**config.mk**
```make
export PLATFORM = sky130hd
export DESIGN_NAME = hecr_ctrl
export DESIGN_NICKNAME = d
export VERILOG_FILES = /design/src/design/hecr_pkg.sv /design/src/design/hecr_ctrl.sv
export SDC_FILE = /design/constraint.sdc
export NUM_CORES = 1
export LEC_CHECK = 0
export BUFFER_PORTS_ARGS = -buffer_cell sky130_fd_sc_hd__clkbuf_2
export CORE_AREA = 4 4 41 43
export DETAILED_ROUTE_END_ITERATION = 8
export DIE_AREA = 0 0 45 47
export SLEW_MARGIN = 15
export SYNTH_ARGS = -nofsm -noshare
export SYNTH_HDL_FRONTEND = slang
export SYNTH_SLANG_ARGS = --single-unit
```
**constraint.sdc**
```tcl
create_clock -name clk -period 1.4 [get_ports clk]
set_input_delay 0.21 -clock clk [delete_from_list [all_inputs] [get_ports clk]]
set_output_delay 0.21 -clock clk [all_outputs]
set_load 0.01 [all_outputs]
```
**src/design/hecr_pkg.sv**
```systemverilog
// Package for the histogram equalized color ramp unit.
// Holds field structs, request codes, sizes and register indexes; no dependencies.
package hecr_pkg;

  localparam int MAX_ITER_DEF   = 1024;
  localparam int NUM_RANGES_DEF = 4;
  localparam int MAX_PIXELS_DEF = 1048576;

  localparam int IT_W   = 11;
  localparam int CNT_W  = 21;
  localparam int COL_W  = 24;
  localparam int ADDR_W = 5;
  localparam int SUM_W  = 32;
  // Dividend width: a bin sum times a channel difference of up to 255.
  localparam int NUM_W  = SUM_W + 8;

  localparam logic [CNT_W-1:0] CNT_MAX = {CNT_W{1'b1}};

  localparam logic [1:0] REQ_CLEAR  = 2'd0;
  localparam logic [1:0] REQ_ACCUM  = 2'd1;
  localparam logic [1:0] REQ_COLOR  = 2'd2;
  localparam logic [1:0] REQ_UNUSED = 2'd3;

  localparam logic [2:0] REG_START0 = 3'd0;
  localparam logic [2:0] REG_COLOR0 = 3'd4;

  typedef struct packed {
    logic [1:0]      req_type;
    logic [IT_W-1:0] iterations;
  } in_item_t;

  typedef struct packed {
    logic [7:0] red;
    logic [7:0] green;
    logic [7:0] blue;
  } out_item_t;

  // Commands from the controller to the datapath.
  typedef struct packed {
    logic load;      // capture the accepted item
    logic clr_step;  // clear one bin, advance the pointer
    logic clr_tot;   // clear range totals
    logic rd_bin;    // issue histogram read at the count, range start or pointer
    logic acc_wr;    // write the incremented bin and total
    logic sum_add;   // add read bin into the sum, advance pointer
    logic div_init;  // start the channel divisions
    logic div_step;  // one quotient bit
    logic black;     // result is black
    logic out_load;  // move the result into the output register
  } cmd_t;

  // Status from the datapath to the controller.
  typedef struct packed {
    logic clr_last;
    logic walk_last;
    logic walk_empty;
    logic div_last;
    logic at_limit;
    logic [1:0] req;
  } stat_t;

endpackage

```
**src/design/hecr_ctrl.sv**
```systemverilog
// Controller state machine of the color ramp unit.
// Depends on hecr_pkg for command and status structs.
module hecr_ctrl (
  input  logic           clk,
  input  logic           rst,
  input  logic           in_valid,
  output logic           in_ready,
  output logic           out_valid,
  input  logic           out_ready,
  output hecr_pkg::cmd_t cmd,
  input  hecr_pkg::stat_t st
);
  import hecr_pkg::*;

  localparam logic [2:0] S_IDLE = 3'd0;
  localparam logic [2:0] S_DEC  = 3'd1;
  localparam logic [2:0] S_CLR  = 3'd2;
  localparam logic [2:0] S_ACC  = 3'd3;
  localparam logic [2:0] S_WALK = 3'd4;
  localparam logic [2:0] S_DIV  = 3'd5;
  localparam logic [2:0] S_OUT  = 3'd6;
  localparam logic [2:0] S_ACRD = 3'd7;

  logic [2:0] state, state_next;
  logic       out_valid_next;
  logic       walk_started, walk_started_next;

  assign in_ready = (state == S_IDLE);

  // Next state and command decode.
  always_comb begin
    state_next        = state;
    out_valid_next    = out_valid;
    walk_started_next = walk_started;
    cmd = '0;
    if (out_valid && out_ready) out_valid_next = 1'b0;
    unique case (state)
      S_IDLE: begin
        if (in_valid) begin
          cmd.load   = 1'b1;
          state_next = S_DEC;
        end
      end
      S_DEC: begin
        priority if (st.req == REQ_CLEAR) begin
          cmd.clr_tot = 1'b1;
          state_next  = S_CLR;
        end else if (st.req == REQ_ACCUM && !st.at_limit) begin
          cmd.rd_bin = 1'b1;
          state_next = S_ACRD;
        end else if (st.req == REQ_COLOR && st.at_limit) begin
          cmd.black  = 1'b1;
          state_next = S_OUT;
        end else if (st.req == REQ_COLOR) begin
          walk_started_next = 1'b0;
          state_next = S_WALK;
        end else begin
          state_next = S_IDLE;
        end
      end
      S_CLR: begin
        cmd.clr_step = 1'b1;
        if (st.clr_last) state_next = S_IDLE;
      end
      S_ACRD: state_next = S_ACC;
      S_ACC: begin
        cmd.acc_wr = 1'b1;
        state_next = S_IDLE;
      end
      S_WALK: begin
        // Bin read issued, added from the read register the next cycle; pointer moves on each add.
        if (!walk_started) begin
          if (st.walk_empty) begin
            cmd.div_init = 1'b1;
            state_next   = S_DIV;
          end else begin
            cmd.rd_bin        = 1'b1;
            walk_started_next = 1'b1;
          end
        end else begin
          cmd.sum_add = 1'b1;
          if (st.walk_last) begin
            state_next = S_DIV;
          end else begin
            cmd.rd_bin = 1'b1;
          end
        end
        if (walk_started && st.walk_last) walk_started_next = 1'b0;
      end
      S_DIV: begin
        if (walk_started == 1'b0 && !cmd.div_init) begin
          cmd.div_init      = 1'b1;
          walk_started_next = 1'b1;
        end else begin
          cmd.div_step = 1'b1;
          if (st.div_last) state_next = S_OUT;
        end
      end
      S_OUT: begin
        if (!out_valid || out_ready) begin
          cmd.out_load   = 1'b1;
          out_valid_next = 1'b1;
          state_next     = S_IDLE;
        end
      end
      default: state_next = S_IDLE;
    endcase
  end

  // Control registers.
  always_ff @(posedge clk) begin
    if (rst) begin
      state        <= S_CLR;
      out_valid    <= 1'b0;
      walk_started <= 1'b0;
    end else begin
      state        <= state_next;
      out_valid    <= out_valid_next;
      walk_started <= walk_started_next;
    end
  end

endmodule

```
* Yosys cells after proc, flatten, opt, wreduce, memory -nomap -nowiden
Index checks and enable logic that the tools add are counted.
Operators by class: equality and inequality tests 20, mux-type cells 48, reductions and logical operators 12
Operator list (number):
- $mux W3 | 12
- $mux W1 | 32
- $pmux W3 S8 | 1
- $ne A2 B2 Y1 const B | 9
- $eq A3 B3 Y1 const B | 4
- $reduce_and A7 Y1 | 1
- $eq A3 B2 Y1 const B | 2
- $ne A3 B3 Y1 const B | 2
- $reduce_and A5 Y1 | 1
- $logic_and A1 B1 Y1 | 4
- $pmux W1 S2 | 2
- $eq A3 B1 Y1 const B | 1
- $logic_not A3 Y1 | 1
- $pmux W1 S3 | 1
- $reduce_bool A3 Y1 | 1
- $eq A2 B1 Y1 const B | 1
- $eq A2 B2 Y1 const B | 1
- $logic_not A1 Y1 | 2
- $logic_not A2 Y1 | 1
- $logic_or A1 B1 Y1 | 1
Storage, ports and cells: bits in registers 5, input port bits 11, output and inout port bits 12, logic and storage cells 83

* Logic depth before layout (Yosys ltp)
Gate-level depths: netlist (run 1).
depth in word-level cells 6, mapped depth 4, depth with buffers taken out 4

* Worst setup path before layout (run 1)
OpenSTA, ideal clock, no wires.
path kind flip-flop to flip-flop, from register state[1], to register state[0], setup time 0.141 ns, arrival 1.224 ns, required time 1.259 ns, slack 0.034 ns, cell stages (with the launch flop) 5, buffers on the path 0, clock period less this slack 1.366 ns, path through dfxtp_1 mux2_1 o32a_1 o31ai_1 o32ai_2
On the way: cells in the longest elaborated chain, start to end 3, elaborated cells between the ends (all ways) 17, those cells by class eq/ne (14); mux (1); reduce/logical (2)
RTL lines:
- from (decl) | line hecr_ctrl.sv:24 | logic [2:0] state, state_next;
- from (signal assigned) | line hecr_ctrl.sv:117 | state <= state_next;
- $eq A3 B3 Y1, or another cell as far along | line hecr_ctrl.sv:37 | unique case (state)
- $ne A3 B3 Y1 (no line) or $ne A2 B2 Y1 (tied branches)
- $reduce_and A7 Y1 (no line)
Several ways; a longest one is shown, not always the timed one. A chain may end at the register's enable or synchronous reset.

==> results of run 1 <==
[kinds of logic after synthesis]
logic type,share of synthesized area (%)
compound gates,34.3
buf+inv,4.21
flops,22.5
mux,5.06
simple gates,34.0
[layout make-up]
class,instances,share of cell area [%]
clock buffers,4,2.92
repair buffers,45,35.5
well taps,15,2.09
inverters,2,0.836
multi-input cells,47,46.7
flip-flops and latches,5,12.0
[registers in the layout (all words and copies together) (netlist names)]
name          flops
walk_started      1
state             3
out_valid         1
[power by group]
part,internal [W],switching (W)
logic,0.000206,0.000176
clock network,0.000108,0.0000557
registers,0.000162,0.0000162
total,0.000476,0.000248
[worst register-to-register path, delay by kind of cell, from the launching register on]
family,cells,cell delay (ps)
flops,1,350
compound gates,3,600
buf+inv,2,240
simple gates,1,130
[routing by layer]
metal | vias up | track usage [%]
met5 | - | 0
met4 | 0 | 5.26
met3 | 0 | 3.45
met2 | 15 | 28.8
met1 | 279 | 19.4
li1 | 307 | -
[worst max path at each step]
stage              from  endpoint  slack (ps)  depth (start not counted)
2_1_floorplan  state[1]  state[0]          30                          4
3_3_place_gp   state[0]  state[0]         -30                          6
3_5_place_dp      st[1]  state[0]         -30                          5
4_1_cts        state[1]    cmd[3]        -100                          6
5_1_grt        state[1]    cmd[2]        -190                          6
6_report       state[1]    cmd[2]        -100                          6
[cell usage in the layout, fill, tap and decap left out, types with 2 or more instances in the layout]
| master | Yosys | final |
|---|---|---|
| a21oi_1 | 3 | 3 |
| inv_1 | 2 | 2 |
| mux2_4 | 0 | 2 |
| nor2b_1 | 3 | 3 |
| clkbuf_4 | 0 | 3 |
| clkbuf_2 | 0 | 14 |
| nor2_1 | 6 | 3 |
| dfxtp_2 | 0 | 3 |
| buf_6 | 0 | 9 |
| nand2_1 | 4 | 3 |
| o21a_1 | 2 | 2 |
| nor2_2 | 0 | 2 |
| buf_4 | 0 | 15 |
| buf_2 | 0 | 7 |
| o21ba_1 | 2 | 2 |
[timing repair]
action / 4_1_cts / 5_1_grt
setup endpoints to repair: 11 / 13
gates resized for setup: 17 / 25
setup buffers: 4 / 1
pin swaps: 9 / 8
[through the flow]
step / utilization [%] / setup slack (ps)
after floorplan: - / 34.5
after global placement: 54.8 / -28.7
after detailed placement: 54.8 / -27.0
after CTS: 63.4 / -100
after global routing: 69.0 / -190
final: 69.0 / -99.4
==> metrics.md, run 1 <==
| Metric | Value |
|---|---|
| Status | finished, violations left |
| Violated checks | setup timing |
| DP Area | ~710 um^2 |
| Final worst slack | -99.4 ps |
| Count leader, synth | nor2_1 |
| #FFs+latches synth | 5 |
| Clk pin slew, worst setup/hold paths | ~40 ps |
| RSZ-0062 raised after global routing | true |
| Clock skew | about 2.2 ps |
| Met1 WL | roughly 630 um |
| Total GRT Usage | 16.2% |
| Worst path cell trace | buf_6 > and2b_2 > nand2_2 > buf_6 > nor2_2 > buf_2 |
| Yosys warning total | 0 |
| Crit path buffers/inverters | 3 |
| CTS Sinks | 5 |
| Number of cells on the worst hold path | 2 |
| Share of layout cells above drive strength 1 | approximately two thirds |
| Max_cap viols | 0 |
| Vias in the first global route | 622 |
| Post-Syn Nets | 68 |
| Post-synth top area share | between 20% and 30% |
| FF-to-FF setup slack | -20 ps |
| Via density | 5.09 |
| Most frequent CP cell | buf_6 |
| N_diodes | 0 |
| Primary FF master, synth | dfxtp_1 |
| Iter 0 DRT Violations | 12 |
| Clock tree buffer depth | 2 |
| Final wirelength | between 1500 and 2000 um |
| RR Startpoint | state[0] |
| Via count | 601 |
| Overflow left after global routing | 0 |
| # setup viols final | 8 |
| # hold bufs at CTS | 0 |
| Final critical-path share of the clock period | 107% |
| # fillers | 118 |
| CTS tree | done |
| Area contributors post-synth | dfxtp_1 22%, nor2_1 5.1%, o21ba_1 4.5% |
| Final total power | about 0.00072 W |
| DR top layer | met3 |
| First-pass GRT wire length | roughly 2600 um |
| Met3 wire length | just over 60 um |
| Yosys cell types | 31 |
| FF-to-FF End | state[0] |
| Router iterations before antenna repair | 4 |
| Synth top cells by count | 6 x nor2_1, 5 x dfxtp_1, 4 x nand2_1 |
| Row Count | 13 |
| Hold EP | out_valid |
| Hold slack | 241 ps |
| Initial antenna violation count | 0 |
| # IOs | 23 |
| Largest net degree at the start of global routing | 13 |
| GPL Wtd Cong | 0.790 |
| CP Capture Type | output pin |
| VDD IR max | 0.400 mV |
| Dpl cells | 111 |
| CTS Buf Count | 3 |
| Post-Route Setup TNS | -340 ps |
| Chip height | approximately 47 um |
| Worst Min Path Start | rst |
| IO Port Bufs | 22 |
| Nets@finish | between 100 and 150 |
| LEAKAGE | roughly 0.42 nW |
| Async SR Flop Fraction | 0% |
| PwrDens | 805 mW/mm^2 |
| Synthesized area | 445 um^2 |
| Worst r2r path cells | 6 |
| CP Class | reg -> out |
| Post-Syn Instances | 57 |
| Final instance area | between 800 and 900 um^2 |
| Core area | approximately 0.0013 mm^2 |
| Clock root cell | clkbuf_4 |
| Final routed DRC violation total | 0 |
| H-Tree Depth | 1 |
| WL/cell | roughly 13 um |
| Register area | 108 um^2 |
| Fin. Hold Viols | 0 |
| Worst slew pin tran | around 250 ps |
| Crit-path slowest cell | dfxtp_2 |
| Die Wd | 45 um |
| Min Tclk post-route | approximately 1500 ps |
| Initial Utilization | 34.2% |
| Worst setup SP type | flip-flop |
| Die ar. | between 0.002 and 0.0025 mm^2 |
| Multi-input gate area | roughly 420 um^2 |
| Post-DRT Antenna Nets | 0 |
| Worst-Skew Late Latency | 240 ps |
| Met2 routed WL | 824 um |
| CP peak stage delay | slightly above 300 ps |
| Relative slew slack | just over 80% |
| Hold Crit Class | in -> reg |
| Worst-path fanout max | 3 |
| Register area share after synthesis | 22.5% |
| Final Non-Filler Cells | 118 |
| Syn-to-layout area delta | 102% |
| Worst Path Arrival | around 1300 ps |
| Syn_area_per_cell | about 8 um^2 |
| Delay-heaviest family, CP | simple AND/OR/NAND/NOR gates |
| Area leader, netlist | dfxtp_1 |
| Worst Path Required | about 1200 ps |
| Slew Viols, Final | 0 |
| FMAX | roughly 0.67 GHz |
| Number of synthesized flops with an enable pin | 0 |
(Power assumes the default switching activity.)
==> run 2, diff against run 1 <==
Settings changed: ABC_AREA set to 1, PLACE_DENSITY set to 0.66.
==> metrics.md, run 2 <==
| Metric | Value |
|---|---|
| Status | finished, violations left |
| Violated checks | setup timing |
| # setup viols final | 3 (-5) |
| Clock tree buffer depth | 2 (unchanged) |
| DR top layer | met4 |
| Reg with most FFs | state |
| Regs by FF count | state: 3 flops, out_valid: 1 flops, walk_started: 1 flops |
| Final routed DRC violation total | 0 (unchanged) |
| Post-synth top area share | 21.8% (-0.67 points) |
| Clock power frac | 14.0% (-8.6 points) |
| Internal power | 0.000653 W (+37%) |
| Worst-Skew Late Latency | 240 ps (about the same) |
| LEAKAGE | 0.405 nW (-4.4%) |
| Async SR Flop Fraction | 0% (unchanged) |
| # IOs | 23 (unchanged) |
| PwrDens | 1690 mW/mm^2 (+110%) |
| # fillers | 154 (+31%) |
| VDD IR max | 0.618 mV (+55%) |
| Slew Viols, Final | 0 (unchanged) |
| Primary FF master, synth | dfxtp_1 |
| Switching Fraction | 48.4% (+14 points) |
| Total GRT Usage | 15.7% (-0.50 points) |
| N_diodes | 0 (unchanged) |
| Die Wd | 45 um (unchanged) |
| Yosys cell types | 16 (-48%) |
| Max_cap viols | 0 (unchanged) |
| Count leader, synth | nor2_1 |
| Yosys warning total | 0 (unchanged) |
| Area leader, netlist | dfxtp_1 |
| Chip height | 47 um (unchanged) |
| Synth top cells by count | 18 x nor2_1, 15 x inv_1, 13 x nand2_1 |
| Initial antenna violation count | 0 (unchanged) |
| CP Class | reg -> out |
| CTS Sinks | 5 (unchanged) |
| Die ar. | 0.00212 mm^2 (unchanged) |
| Post-DRT Antenna Nets | 0 (unchanged) |
| IO Port Bufs | 22 (unchanged) |
| Core area | 0.00130 mm^2 (unchanged) |
| Min Tclk post-route | 1550 ps (+51.6 ps) |
| Clock root cell | clkbuf_4 |
| FMAX | 0.645 GHz (-3.3%) |
| RSZ-0062 raised after global routing | true |
| Worst path cell trace | nand4_1 > o31ai_4 > or2_2 > clkbuf_2 |
| Hold Crit Class | in -> reg |
| Switching power of the nets | 0.000613 W (+150%) |
| Via density | 4.97 (-2.4%) |
| Worst slew pin tran | 259 ps (+6.60 ps) |
| Iter 0 DRT Violations | 15 (+3) |
| Max FFs per register | 3 (unchanged) |
| HPWL reported at the end of detailed placement | ~1100 um |
| Number of synthesized flops with an enable pin | 0 (unchanged) |
| # hold bufs at CTS | 0 (unchanged) |
| Commonest cells after routing, fill and taps aside | 19 x clkbuf_2, 17 x nor2_1, 15 x inv_1 |
| Worst setup SP type | flip-flop |
| Sequential Power Share | 22.4% (-2.3 points) |
| Met1 WL | 640 um (+1.1%) |
| Comb pwr share | 63.6% (+11 points) |
| WL/cell | 11.8 um (-8.7%) |
| Register area share after synthesis | 21.8% (-0.67 points) |
| Final Non-Filler Cells | 135 (+14%) |
| Share of layout cells above drive strength 1 | 42.5% (-25 points) |
| CTS tree | done |
| Worst Path Required | 1190 ps (about the same) |
| Post-Syn Instances | 86 (+51%) |
| H-Tree Depth | 1 (unchanged) |
| Vias in the first global route | 633 (+1.8%) |
| Hold slack | 145 ps (-96.0 ps) |
| Clk pin slew, worst setup/hold paths | 50 ps (about the same) |
| First-pass GRT wire length | 2500 um (-1.9%) |
| Overflow left after global routing | 0 (unchanged) |
| Worst-path fanout max | 5 (+2) |
| Crit-path slowest cell | dfxtp_1 |
| Commonest non-fill, non-tap cell in the layout | clkbuf_2 |
| Final worst slack | -151 ps (-51.6 ps) |
| CP peak stage delay | 380 ps (+70 ps) |
| Row Count | 13 (unchanged) |
| Met2 routed WL | 817 um (-0.85%) |
| #FFs+latches synth | 5 (unchanged) |
| Dpl cells | 129 (+16%) |
| Final critical-path share of the clock period | 111% (+3.7 points) |
| Router iterations before antenna repair | 4 (unchanged) |
| CTS Buf Count | 3 (unchanged) |
| Via count | 671 (+12%) |
| Syn_area_per_cell | 5.34 um^2 (-32%) |
| Register area | 106 um^2 (-1.2%) |
| Clock skew | 3.68 ps (+1.45 ps) |
| GPL Wtd Cong | 0.840 (+6.4%) |
| Area contributors post-synth | dfxtp_1 22%, nor2_1 15%, inv_1 12% |
| Multi-input gate area | 350 um^2 (-16%) |
| Worst Path Arrival | 1340 ps (+50 ps) |
| Nets@finish | 132 (+15%) |
| Met3 wire length | 114 um (+87%) |
| Initial Utilization | 35.3% (+1.1 points) |
| Fin. Hold Viols | 0 (unchanged) |
| Synthesized area | 459 um^2 (+3.1%) |
| Post-Syn Nets | 97 (+43%) |
| Final wirelength | 1590 um (+4.5%) |
| Largest net degree at the start of global routing | 8 (-5) |
| Syn-to-layout area delta | 63.5% |
| CP Capture Type | output pin |
| Relative slew slack | 82.7% (-0.36 points) |
run 2: cell count changes in the layout (fill, tap and decap cells not counted), sizes merged, moves of 3 or more:
cell,delta
buf,-19
clkbuf,+5
inv,+14
nand2,+10
nand3,+10
nor2,+15
nor2b,-3
nor3,+5
o21ai,+3
run 2: metrics by stage:
stage          setup slack, ps  instance area, um^2  TNS, ps  utilization, %  total power, W
2_1_floorplan              150                  459        0               -        0.000656
3_3_place_gp              24.9                  636        0            48.8        0.000915
3_5_place_dp              8.66                  636        0            48.8        0.000918
4_1_cts                   -114                  708     -200            54.4         0.00118
5_1_grt                   -192                  751     -686            57.7         0.00137
6_report                  -151                  751     -253            57.7         0.00127
run 2: cell families (layout without fill, tap and decap cells):
| logic type | Yosys count | after routing | synth area share [%] |
|---|---|---|---|
| and+or+nand+nor | 53 | 53 | 51.0 |
| buffers and inverters | 17 | 51 | 14.2 |
| AOI/OAI and AO/OA | 11 | 11 | 13.1 |
| DFF | 5 | 5 | 21.8 |
run 2: power by group through the flow:
stage / clock network, W / registers, W / logic [W]
5_1_grt: 0.000189 / 0.000291 / 0.000885
4_1_cts: 0.000181 / 0.000257 / 0.000738
3_5_place_dp: 0 / 0.000244 / 0.000674
3_3_place_gp: 0 / 0.000241 / 0.000675
2_1_floorplan: 0 / 0.000247 / 0.000409
6_report: 0.000177 / 0.000284 / 0.000805
run 2: critical path: cells and delay by family (launching register included):
family	cells	cell delay (ps)
buffers and inverters	1	130
AND/OR/NAND/NOR	2	490
AO/OA/AOI/OAI	1	100
flip-flops	1	380
run 2: cell type report:
cell class,instances,share of cell area (%)
inverters,16,8.00
multi-input cells,64,46.7
clock buffers,4,3.50
well taps,15,2.50
repair buffers,31,25.2
flip-flops and latches,5,14.2
run 2: layer usage:
| metal | track usage (%) | vias to the layer above |
|---|---|---|
| li1 | - | 342 |
| met1 | 17.7 | 298 |
| met2 | 28.0 | 29 |
| met3 | 4.21 | 2 |
| met4 | 6.43 | 0 |
| met5 | 0 | - |
run 2: repair_timing:
action | in CTS | in global routing
setup endpoints to repair | 5 | 9
resized for setup | 11 | 11
pin swaps | 2 | 2
setup buffers | 1 | 1
run 2: path summary, 6_finish.rpt:
kind / slack (ps) / start / depth (start not counted) / endpoint
setup / recovery: -150 / walk_started / 4 / cmd[6]
hold / removal: 140 / rst / 2 / out_valid
setup reg to reg: 120 / state[1] / 7 / state[2]
hold reg to reg: 540 / out_valid / 4 / out_valid
